`src/rtl/core/protobuf_scalar_field_encoder_macros.svh`:
```
// assertion macros for the protobuf scalar field encoder
`ifndef PROTOBUF_SCALAR_FIELD_ENCODER_MACROS_SVH
`define PROTOBUF_SCALAR_FIELD_ENCODER_MACROS_SVH

// same-cycle implication, disabled during reset
`define PBSE_ASSERT_IMPL(label, clk, rst_n, ante, cons) \
  label: assert property (@(posedge clk) disable iff (!rst_n) (ante) |-> (cons)) \
    else $error("pbse assertion failed");

// next-cycle implication, disabled during reset
`define PBSE_ASSERT_NEXT(label, clk, rst_n, ante, cons) \
  label: assert property (@(posedge clk) disable iff (!rst_n) (ante) |=> (cons)) \
    else $error("pbse assertion failed");

`endif

```
`src/rtl/core/pbse_pkg.sv`:
```
// types, kind codes and helpers shared by the field encoder modules
package pbse_pkg;

  typedef enum logic [3:0] {
    KIND_VARINT32 = 4'd0,
    KIND_VARINT64 = 4'd1,
    KIND_ZIGZAG32 = 4'd2,
    KIND_ZIGZAG64 = 4'd3,
    KIND_FIXED32  = 4'd4,
    KIND_FIXED64  = 4'd5,
    KIND_BOOL     = 4'd6,
    KIND_FLOAT32  = 4'd7,
    KIND_FLOAT64  = 4'd8
  } kind_t;

  // one classified field waiting for serialization
  typedef struct packed {
    logic [31:0] tag;
    logic [2:0]  tag_len;
    logic [63:0] val;
    logic [3:0]  val_len;
    logic        fixed;
  } entry_t;

  // number of 7-bit groups needed to carry v as a varint
  function automatic logic [3:0] varint_len(input logic [63:0] v);
    logic [3:0] n;
    n = 4'd1;
    for (int i = 1; i < 10; i++) begin
      if ((v >> (7 * i)) != 64'd0) n = 4'(i + 1);
    end
    return n;
  endfunction

endpackage

```
`src/rtl/core/protobuf_scalar_field_encoder.sv`:
```
// Scalar protobuf field encoder: each input transfer carries one field (tag, kind, value,
// skip-if-zero flag); the block emits the tag as a base-128 varint followed by the value as a
// varint, zigzag varint, little-endian fixed32/fixed64 word or bool byte, one byte per output
// transfer with tlast on the final byte. A field yields 2 to 15 bytes and occupies the output
// serializer until its last byte is sent, one byte per cycle while out_tready does not stall it.
// Fields that are skipped as zero or carry an unknown kind are taken and produce nothing. The
// front end classifies a field in the cycle it is taken and parks it in a queue of QUEUE_DEPTH
// entries, so input keeps flowing while the serializer drains earlier fields; output
// backpressure holds the serializer.
module protobuf_scalar_field_encoder #(
  parameter int QUEUE_DEPTH = 2
) (
  input  logic        clk,
  input  logic        rst_n,
  input  logic        in_tvalid,
  output logic        in_tready,
  input  logic [95:0] in_tdata,   // field_tag[31:0], field_value[95:32]
  input  logic [4:0]  in_tuser,   // kind[3:0], skip_if_zero[4]
  output logic        out_tvalid,
  input  logic        out_tready,
  output logic [7:0]  out_tdata,  // out_byte[7:0]
  output logic        out_tlast
);

  logic             keep;
  logic             q_full;
  logic             q_push;
  logic             q_pop;
  logic             q_valid;
  pbse_pkg::entry_t front_entry;
  pbse_pkg::entry_t q_data;

  assign in_tready = !q_full;
  assign q_push    = in_tvalid && in_tready && keep;

  pbse_front u_front (
    .field_tag    (in_tdata[31:0]),
    .kind         (in_tuser[3:0]),
    .field_value  (in_tdata[95:32]),
    .skip_if_zero (in_tuser[4]),
    .keep         (keep),
    .entry        (front_entry)
  );

  pbse_fifo #(
    .DEPTH (QUEUE_DEPTH)
  ) u_fifo (
    .clk       (clk),
    .rst_n     (rst_n),
    .push      (q_push),
    .push_data (front_entry),
    .full      (q_full),
    .pop       (q_pop),
    .not_empty (q_valid),
    .pop_data  (q_data)
  );

  pbse_back u_back (
    .clk        (clk),
    .rst_n      (rst_n),
    .q_valid    (q_valid),
    .q_data     (q_data),
    .q_pop      (q_pop),
    .out_tvalid (out_tvalid),
    .out_tready (out_tready),
    .out_tdata  (out_tdata),
    .out_tlast  (out_tlast)
  );

endmodule

```
`src/rtl/core/pbse_front.sv`:
```
// front end: zero test, zigzag mapping and byte counts for one field
module pbse_front (
  input  logic [31:0]     field_tag,
  input  logic [3:0]      kind,
  input  logic [63:0]     field_value,
  input  logic            skip_if_zero,
  output logic            keep,
  output pbse_pkg::entry_t entry
);

  logic [31:0] lo;
  logic        is_zero;
  logic        known;
  logic [31:0] zz32;
  logic [63:0] zz64;

  assign lo   = field_value[31:0];
  assign zz32 = {lo[30:0], 1'b0} ^ {32{lo[31]}};
  assign zz64 = {field_value[62:0], 1'b0} ^ {64{field_value[63]}};

  always_comb begin
    known         = 1'b1;
    is_zero       = (field_value == 64'd0);
    entry.tag     = field_tag;
    entry.tag_len = 3'(pbse_pkg::varint_len({32'd0, field_tag}));
    entry.val     = field_value;
    entry.val_len = 4'd1;
    entry.fixed   = 1'b0;
    unique case (kind)
      pbse_pkg::KIND_VARINT32: begin
        is_zero       = (lo == 32'd0);
        entry.val     = {32'd0, lo};
        entry.val_len = pbse_pkg::varint_len({32'd0, lo});
      end
      pbse_pkg::KIND_VARINT64: begin
        entry.val_len = pbse_pkg::varint_len(field_value);
      end
      pbse_pkg::KIND_ZIGZAG32: begin
        is_zero       = (lo == 32'd0);
        entry.val     = {32'd0, zz32};
        entry.val_len = pbse_pkg::varint_len({32'd0, zz32});
      end
      pbse_pkg::KIND_ZIGZAG64: begin
        entry.val     = zz64;
        entry.val_len = pbse_pkg::varint_len(zz64);
      end
      pbse_pkg::KIND_FIXED32, pbse_pkg::KIND_FLOAT32: begin
        is_zero       = (kind == pbse_pkg::KIND_FLOAT32) ? (lo[30:0] == 31'd0)
                                                         : (lo == 32'd0);
        entry.val     = {32'd0, lo};
        entry.val_len = 4'd4;
        entry.fixed   = 1'b1;
      end
      pbse_pkg::KIND_FIXED64, pbse_pkg::KIND_FLOAT64: begin
        is_zero       = (kind == pbse_pkg::KIND_FLOAT64) ? (field_value[62:0] == 63'd0)
                                                         : (field_value == 64'd0);
        entry.val_len = 4'd8;
        entry.fixed   = 1'b1;
      end
      pbse_pkg::KIND_BOOL: begin
        entry.val     = {63'd0, (field_value != 64'd0)};
        entry.val_len = 4'd1;
        entry.fixed   = 1'b1;
      end
      default: begin
        known = 1'b0;
      end
    endcase
    keep = known && !(skip_if_zero && is_zero);
  end

endmodule

```
`src/rtl/core/pbse_fifo.sv`:
```
// short queue of classified fields between front and back end
module pbse_fifo #(
  parameter int DEPTH = 2
) (
  input  logic             clk,
  input  logic             rst_n,
  input  logic             push,
  input  pbse_pkg::entry_t push_data,
  output logic             full,
  input  logic             pop,
  output logic             not_empty,
  output pbse_pkg::entry_t pop_data
);

  localparam int PTR_W = (DEPTH > 1) ? $clog2(DEPTH) : 1;
  localparam int CNT_W = $clog2(DEPTH + 1);

  pbse_pkg::entry_t slot_r [DEPTH];
  logic [PTR_W-1:0] wr_ptr_r, wr_ptr_nxt;
  logic [PTR_W-1:0] rd_ptr_r, rd_ptr_nxt;
  logic [CNT_W-1:0] cnt_r, cnt_nxt;

  assign full      = (cnt_r == CNT_W'(DEPTH));
  assign not_empty = (cnt_r != '0);
  assign pop_data  = slot_r[rd_ptr_r];

  always_comb begin
    wr_ptr_nxt = wr_ptr_r;
    rd_ptr_nxt = rd_ptr_r;
    cnt_nxt    = cnt_r;
    if (push) wr_ptr_nxt = (wr_ptr_r == PTR_W'(DEPTH - 1)) ? '0 : wr_ptr_r + 1'b1;
    if (pop)  rd_ptr_nxt = (rd_ptr_r == PTR_W'(DEPTH - 1)) ? '0 : rd_ptr_r + 1'b1;
    if (push && !pop) cnt_nxt = cnt_r + 1'b1;
    if (pop && !push) cnt_nxt = cnt_r - 1'b1;
  end

  always_ff @(posedge clk) begin
    if (!rst_n) begin
      wr_ptr_r <= '0;
      rd_ptr_r <= '0;
      cnt_r    <= '0;
    end else begin
      wr_ptr_r <= wr_ptr_nxt;
      rd_ptr_r <= rd_ptr_nxt;
      cnt_r    <= cnt_nxt;
    end
  end

  always_ff @(posedge clk) begin
    if (push) slot_r[wr_ptr_r] <= push_data;
  end

endmodule

```
`src/rtl/core/pbse_back.sv`:
```
// back end: serializes tag and value into the output register, one byte per cycle unless stalled
`include "protobuf_scalar_field_encoder_macros.svh"

module pbse_back (
  input  logic             clk,
  input  logic             rst_n,
  input  logic             q_valid,
  input  pbse_pkg::entry_t q_data,
  output logic             q_pop,
  output logic             out_tvalid,
  input  logic             out_tready,
  output logic [7:0]       out_tdata,
  output logic             out_tlast
);

  logic        busy_r, busy_nxt;
  logic        tag_phase_r, tag_phase_nxt;
  logic [31:0] tag_sh_r, tag_sh_nxt;
  logic [2:0]  tag_cnt_r, tag_cnt_nxt;
  logic [63:0] val_sh_r, val_sh_nxt;
  logic [3:0]  val_cnt_r, val_cnt_nxt;
  logic        fixed_r, fixed_nxt;
  logic        out_valid_r, out_valid_nxt;
  logic [7:0]  out_byte_r, out_byte_nxt;
  logic        out_last_r, out_last_nxt;

  logic       emit;
  logic       emit_last;
  logic [7:0] cur_byte;

  assign emit      = busy_r && (!out_valid_r || out_tready);
  assign emit_last = !tag_phase_r && (val_cnt_r == 4'd1);
  assign q_pop     = q_valid && (!busy_r || (emit && emit_last));

  assign out_tvalid = out_valid_r;
  assign out_tdata  = out_byte_r;
  assign out_tlast  = out_last_r;

  always_comb begin
    if (tag_phase_r) begin
      cur_byte = {(tag_cnt_r != 3'd1), tag_sh_r[6:0]};
    end else if (fixed_r) begin
      cur_byte = val_sh_r[7:0];
    end else begin
      cur_byte = {(val_cnt_r != 4'd1), val_sh_r[6:0]};
    end
  end

  always_comb begin
    busy_nxt      = busy_r;
    tag_phase_nxt = tag_phase_r;
    tag_sh_nxt    = tag_sh_r;
    tag_cnt_nxt   = tag_cnt_r;
    val_sh_nxt    = val_sh_r;
    val_cnt_nxt   = val_cnt_r;
    fixed_nxt     = fixed_r;
    out_valid_nxt = out_valid_r && !out_tready;
    out_byte_nxt  = out_byte_r;
    out_last_nxt  = out_last_r;
    if (emit) begin
      out_valid_nxt = 1'b1;
      out_byte_nxt  = cur_byte;
      out_last_nxt  = emit_last;
      if (tag_phase_r) begin
        tag_sh_nxt  = tag_sh_r >> 7;
        tag_cnt_nxt = tag_cnt_r - 3'd1;
        if (tag_cnt_r == 3'd1) tag_phase_nxt = 1'b0;
      end else begin
        val_sh_nxt  = fixed_r ? (val_sh_r >> 8) : (val_sh_r >> 7);
        val_cnt_nxt = val_cnt_r - 4'd1;
        if (emit_last) busy_nxt = 1'b0;
      end
    end
    if (q_pop) begin
      busy_nxt      = 1'b1;
      tag_phase_nxt = 1'b1;
      tag_sh_nxt    = q_data.tag;
      tag_cnt_nxt   = q_data.tag_len;
      val_sh_nxt    = q_data.val;
      val_cnt_nxt   = q_data.val_len;
      fixed_nxt     = q_data.fixed;
    end
  end

  always_ff @(posedge clk) begin
    if (!rst_n) begin
      busy_r      <= 1'b0;
      tag_phase_r <= 1'b0;
      out_valid_r <= 1'b0;
    end else begin
      busy_r      <= busy_nxt;
      tag_phase_r <= tag_phase_nxt;
      out_valid_r <= out_valid_nxt;
    end
  end

  always_ff @(posedge clk) begin
    tag_sh_r   <= tag_sh_nxt;
    tag_cnt_r  <= tag_cnt_nxt;
    val_sh_r   <= val_sh_nxt;
    val_cnt_r  <= val_cnt_nxt;
    fixed_r    <= fixed_nxt;
    out_byte_r <= out_byte_nxt;
    out_last_r <= out_last_nxt;
  end

  // counters never run out inside their own phase
  `PBSE_ASSERT_IMPL(a_tag_cnt, clk, rst_n, busy_r && tag_phase_r, tag_cnt_r != 3'd0)
  `PBSE_ASSERT_IMPL(a_val_cnt, clk, rst_n, busy_r, val_cnt_r != 4'd0)
  // a new field is taken only when the current one is done or finishing
  `PBSE_ASSERT_IMPL(a_pop_safe, clk, rst_n, q_pop && busy_r, emit && emit_last)
  // every emitted byte shows up as a valid output next cycle
  `PBSE_ASSERT_NEXT(a_emit_out, clk, rst_n, emit, out_valid_r)

endmodule
```
`config.mk`:
```
export PLATFORM = sky130hd
export DESIGN_NAME = protobuf_scalar_field_encoder
export DESIGN_NICKNAME = d
export VERILOG_FILES = /design/src/rtl/core/pbse_pkg.sv /design/src/rtl/core/protobuf_scalar_field_encoder.sv /design/src/rtl/core/pbse_front.sv /design/src/rtl/core/pbse_fifo.sv /design/src/rtl/core/pbse_back.sv
export VERILOG_INCLUDE_DIRS = /design/src /design/src/rtl/core
export SDC_FILE = /design/constraint.sdc
export NUM_CORES = 1
export LEC_CHECK = 0
export ABC_AREA = 0
export BUFFER_PORTS_ARGS = -buffer_cell sky130_fd_sc_hd__buf_2
export CORE_MARGIN = 10
export CORE_UTILIZATION = 41
export CTS_CLUSTER_SIZE = 24
export DETAILED_ROUTE_END_ITERATION = 6
export PLACE_DENSITY = 0.63
export SYNTH_ARGS = -nofsm -noshare
export SYNTH_HDL_FRONTEND = slang
export SYNTH_HIERARCHICAL = 1
export SYNTH_SLANG_ARGS = --single-unit
export TNS_END_PERCENT = 20
```
`constraint.sdc`:
```
create_clock -name clk -period 13.22 [get_ports clk]
set_input_delay 1.322 -clock clk [delete_from_list [all_inputs] [get_ports clk]]
set_output_delay 1.322 -clock clk [all_outputs]
set_load 0.01 [all_outputs]
```
Word level (Yosys, flattened, before mapping)
Memory sizes are Yosys's and may differ from the RTL's. A register that Yosys moved wholly into a read port is not among the register bits.
Index checks and enable logic that the tools add are counted.

word-level totals
  input bits = 105
  memory bits (writable) = 208
  bits in latches = 0
  ROM bits = 0
  flip-flop bits (word level) = 120
  memories kept = 1

cells by class
  reductions and logical operators = 69
  mux-type cells = 69
  bitwise logic cells = 2
  $add $sub $neg = 6
  magnitude comparators = 0
  $mul = 0
  shift operators = 0
  equality and inequality tests = 14
  div/mod/pow operators = 0

memories
  name           depth  bits a word  rd ports  clocked after Yosys merged registers in  wr ports  line             text
  u_fifo.slot_r  2      104          1         1                                        1         pbse_fifo.sv:18  pbse_pkg::entry_t slot_r [DEPTH];

operators by type and width
  operator                                       count
  nonzero test 64 bit                            29
  case mux 64 bit (4 select lines)               1
  2-to-1 mux 64 bit                              3
  2-to-1 mux 32 bit                              3
  logical NOT 64 bit                             1
  XOR 64 bit                                     1
  logical NOT 63 bit                             1
  2-to-1 mux 57 bit                              1
  2-to-1 mux 3 bit                               16
  2-to-1 mux 4 bit                               12
  logical NOT 32 bit                             1
  XOR 32 bit                                     1
  logical NOT 31 bit                             1
  case mux 4 bit (6 select lines)                1
  2-to-1 mux 2 bit                               10
  2-to-1 mux 1 bit                               19
  == test 4 x 3 -> 1 bit, second input constant  4
  2-to-1 mux 8 bit                               2
  logical AND 1 bit                              11
  nonzero test 2 bit                             5
  OR reduction 9 bit                             1
  == test 4 x 1 -> 1 bit, second input constant  2
  == test 4 x 2 -> 1 bit, second input constant  2
  logical NOT 1 bit                              8
  other kinds (19)                               24

Longest topological paths before layout
  depth after elaboration = 12
  mapped depth = 14
  mapped depth without buffers = 13

Cells and area by module
Netlist, hierarchy kept.

by module, submodules not included
  module                         area each (sq um)  seq. area each (sq um)  cells each  instances
  pbse_fifo                      7965.1             6346.1                  346         1
  pbse_back                      5736.8             3453.3                  339         1
  pbse_front                     2927.8             0.0                     490         1
  protobuf_scalar_field_encoder  12.5               0.0                     2           1

Worst setup path after synthesis
Ideal clock, no wire load.

  kind = input port to flip-flop
  from = input port in_tdata[63]
  to = memory u_fifo/slot_r[0][0] (netlist name) (enable)
  path slack = 5.497 ns
  setup time = 0.571 ns
  arrival time = 7.152 ns
  buffers on the path = 1
  cell stages on the path = 11
  path through = clkbuf_1 -> inv_1 -> ha_1 -> nand2_1 -> nor4_2 -> a22o_1 -> a32o_1 -> nand4_1 -> and3b_1 -> inv_1 -> nor2_1

on the way
  word-level cells in the longest chain between the ends = 9
  elaborated cells on any way between the ends = 12
  classes of those cells = mux: 5; reduce/logical: 7

RTL lines
  element                                     line                                 text
  start, declared                             protobuf_scalar_field_encoder.sv:17  input logic [95:0] in_tdata,
  logical NOT 64 bit (tied with other cells)  pbse_front.sv:23, pbse_front.sv:56
  2-to-1 mux 1 bit (on tied branches)         pbse_front.sv:55, pbse_front.sv:48
  case mux 1 bit (3 select lines) (*)         pbse_front.sv:29                     unique case (kind)
  logical AND 1 bit (*)                       pbse_front.sv:69                     keep = known && !(skip_if_zero && is_zero);
  logical NOT 1 bit (*)                       pbse_front.sv:69
  logical AND 1 bit (*)                       pbse_front.sv:69
  via keep                                    protobuf_scalar_field_encoder.sv:25  logic keep;
  logical AND 1 bit (*)                       protobuf_scalar_field_encoder.sv:34  assign q_push = in_tvalid && in_tready && keep;
  via q_push                                  protobuf_scalar_field_encoder.sv:27  logic q_push;
  2-to-1 mux 1 bit (*)                        pbse_fifo.sv:50                      if (push) slot_r[wr_ptr_r] <= push_data;
  2-to-1 mux 1 bit (not written as such) (*)  pbse_fifo.sv:50
  end, declared                               pbse_fifo.sv:18

Mark *: on every way through the listed nets, which the timed path passes. The rest lies on a longest branch.

Worst setup path after layout
  from = input port in_tdata[63]
  to = memory u_fifo/slot_r[0][19] (netlist name) (enable)

Same word-level chain as after synthesis.

==> flow_summary.ini <==
[die]
die_area_sq_um = 49000
floorplan.die.height_um = 221
placement_rows = 73
boundaryPins = 116
die_width_um = 221
initial_core_util_pct = 41.7
fp.coreArea_sq_um = 39900

[yosys]
ys_types = 73
yosys_warnings = 6
synth-edff-count = 321
syn_area_per_cell_sq_um = 14.1
synth.cell_area_sq_um = 16600
seq_area_frac_synth_pct = 58.9
asyncSetResetFlopFracSynth_pct = 0
post-synth-top-area-fraction_pct = 57.9
postSynthRegisterBits = 329
synth_top_flop_cell = sky130_fd_sc_hd__edfxtp_1
post_synth_inst_count = 1177
netlist.top_cell.by_area = sky130_fd_sc_hd__edfxtp_1
synth_fp_nets = 1289
synthTopCellsByArea = sky130_fd_sc_hd__edfxtp_1 58%, sky130_fd_sc_hd__mux2_2 11%, sky130_fd_sc_hd__mux2_4 8.1%

[worst_setup_path]
cp_top_family = simple AND/OR/NAND/NOR gates
timing.critical_path.arrival_ns = 4.99
worst_setup_path_endpoint = u_fifo/slot_r[0][19]
crit_top_cell = sky130_fd_sc_hd__inv_1
worstSetupStartpoint = in_tdata[63]
timing.critical_path.from_type = primary input
total_buffers_and_inverters_traversed_by_the_critical_path = 4
crit_path_max_fanout = 70
critical_path_class = primary input to register
critical_path_depth = 12
reg2reg_setup_slack_ns = 9.53
timing.critical_path.slowest_stage_cell = sky130_fd_sc_hd__buf_4
worst-r2r-cell-count = 8
cp_data_required_time_ns = 13.36
critical_path.cell_chain = buf_2 -> inv_1 -> ha_1 -> nand2_1 -> nor4_2 -> a22o_1 -> a32o_1 -> nand4_1 -> and3b_1 -> inv_1 -> nor2_4 -> buf_4
r2r-start = u_back/tag_phase_r
cpPeakStageDelay_ns = 0.89
end_kind = register
timing.rr.end = u_fifo/cnt_r[1]

[worst_hold_path]
hold_path_depth = 2
worst_hold_path_type = register to register

[pwr]
worst_ir_drop_vdd_mv = 0.129
power_w = 0.00380
power_per_cell_area_nw_per_um2 = 205
p_leak_nw = 6.61

[routing]
via_per_inst = 5.29
detailedRoute.firstPassIterationCount = 5
met3WireLength_um = 1720
met1Wirelength_um = 16700
drt_iter0_markers = 643
drc = 0
drt_wl_total_um = 35100
vias = 9435
wl_per_cell_um = 19.7
ant_nets = 0
met2_length_um = 16100
routed.top_layer = met5

[sta]
timing_hold_violations_final = 0
max_slew.worst_pin.slew_ns = 1.12
timing_max_transition_violations_final = 0
clock_skew_ns = 0.0182
period_needed_ns = 4.85
slew_headroom_pct = 25.1
final_worst_path_period_share_pct = 36.7
setup_viol = 0
holdWs_ns = 0.503
final_critical_path_setup_slack_ns = 8.37
setup-tns-final_ns = 0
fmax_mhz = 206
rsz0062_at_grt = false

[placed_design]
hpwlAfterDp_um = 24100
finalWeightedCongestion = 0.848
io_buffer_count = 115
dp_worst_setup_slack_ns = 7.76

[global_route]
gr-total-overflow = 0
grt_start_max_net_pins = 71
antenna_violations_before_repair = 2
grt.total_usage_pct = 13.7
grt_pass1_vias = 9523
global_route_wire_length_before_repair_um = 54500

[clocking]
post_cts_setup_inserts = 0
cts.sink_count = 329
clock_latency_ns = 0.53
cts_inserted_buffers = 36
cts.repair.resized = 0
cts_root_buffer = sky130_fd_sc_hd__clkbuf_16
cts.reportedPaths.clkPinSlew_ns = 0.05
clk_path_buf_depth = 3
clock_tree.htree_level_count = 2
cts_hold_repair.buffers = 0
cts_tree = yes

[job]
max-cap-violations = 0

[run_status]
run_status = completed

[finish]
antennaDiodeCount = 0
final_layout_net_count = 1347
area_delta_synth_final_pct = 11.1
drive_above_1_share_pct = 35.7
layout make-up:
type | instances | area (sq um)
Fill cell | 3497 | 21400
Tap cell | 525 | 657
Timing Repair Buffer | 125 | 651
Clock inverter | 21 | 183
Sequential cell | 329 | 9800
Inverter | 19 | 71.3
Clock buffer | 42 | 923
Multi-Input combinational cell | 724 | 6190
registers in the layout (all words and copies together) (netlist names), named ones only:
| register | flops |
|---|---|
| u_back/busy_r | 1 |
| u_back/fixed_r | 1 |
| u_back/out_tdata | 8 |
| u_back/out_tlast | 1 |
| u_back/out_tvalid | 1 |
| u_back/tag_cnt_r | 3 |
| u_back/tag_phase_r | 1 |
| u_back/tag_sh_r | 32 |
| u_back/val_cnt_r | 4 |
| u_back/val_sh_r | 64 |
| u_fifo/cnt_r | 2 |
| u_fifo/rd_ptr_r | 1 |
| u_fifo/slot_r | 208 |
| u_fifo/wr_ptr_r | 1 |
metal layers:
| metal | vias to the layer above | track usage [%] |
|---|---|---|
| met3 | 41 | 2.65 |
| li1 | 4533 | - |
| met5 | - | 0 |
| met1 | 4628 | 18.8 |
| met2 | 231 | 22.0 |
| met4 | 2 | 3.46 |
worst min path at each step:
stage | endpoint | start | slack, ns
after floorplan | u_fifo/cnt_r[1] | u_fifo/cnt_r[1] | 0.46
after global placement | u_fifo/cnt_r[1] | u_fifo/cnt_r[1] | 0.48
after detailed placement | u_fifo/cnt_r[1] | u_fifo/cnt_r[1] | 0.50
after CTS | u_fifo/cnt_r[1] | u_fifo/cnt_r[1] | 0.51
after global routing | u_fifo/cnt_r[1] | u_fifo/cnt_r[1] | 0.54
final | u_fifo/cnt_r[1] | u_fifo/cnt_r[1] | 0.50
worst min-delay path: stages (launching register included):
cell and delay, ns:
sky130_fd_sc_hd__dfxtp_1 0.32, sky130_fd_sc_hd__o21ai_0 0.08, sky130_fd_sc_hd__a21boi_1 0.06
synth_stat cells (8+ instances only):
| cell type | number |
|---|---|
| sky130_fd_sc_hd__nor2b_1 | 22 |
| sky130_fd_sc_hd__nor4_1 | 10 |
| sky130_fd_sc_hd__nand4_1 | 19 |
| sky130_fd_sc_hd__nand2_1 | 90 |
| sky130_fd_sc_hd__mux2_4 | 90 |
| sky130_fd_sc_hd__buf_4 | 33 |
| sky130_fd_sc_hd__o21ai_0 | 72 |
| sky130_fd_sc_hd__clkbuf_1 | 35 |
| sky130_fd_sc_hd__xor2_1 | 34 |
| sky130_fd_sc_hd__inv_1 | 19 |
| sky130_fd_sc_hd__buf_6 | 10 |
| sky130_fd_sc_hd__buf_2 | 23 |
| sky130_fd_sc_hd__a21oi_1 | 10 |
| sky130_fd_sc_hd__xnor2_1 | 34 |
| sky130_fd_sc_hd__or4_1 | 11 |
| sky130_fd_sc_hd__nand3_1 | 18 |
| sky130_fd_sc_hd__nor2_1 | 27 |
| sky130_fd_sc_hd__edfxtp_1 | 321 |
| sky130_fd_sc_hd__nor3_1 | 19 |
| sky130_fd_sc_hd__mux2_2 | 164 |
| sky130_fd_sc_hd__dfxtp_1 | 8 |
cell families after synthesis:
kind of cell / synth area share [%]
flops: 58.9
mux: 19.5
simple gates: 8.12
compound gates: 5.26
buf+inv: 4.17
xor+xnor: 3.58
fa+ha+maj: 0.526
metrics by stage:
stage / cell area [sq um] / std cells / util, %
after floorplan: 16600 / 1177 / -
after global placement: 17400 / 1722 / 43.5
after detailed placement: 17400 / 1722 / 43.5
after CTS: 18500 / 1785 / 46.3
after global routing: 18500 / 1785 / 46.3
final: 18500 / 1785 / 46.3
where the power goes:
group	internal [W]	leakage (nW)	total (W)	switching (W)
Clock	0.000544	0.535	0.000934	0.000390
Combinational	0.000609	2.98	0.00112	0.000512
Sequential	0.00159	3.10	0.00174	0.000153
cell usage in the layout, fill, tap and decap left out, drive strengths merged, types with 20 or more instances in the layout:
cell type    n
nor3        20
o21ai       72
nor2b       22
nand2       90
mux2       254
xnor2       34
xor2        34
edfxtp     321
inv         22
clkbuf      42
nor2        27
buf        125
No activity file was read; power rests on OpenSTA's default activity.
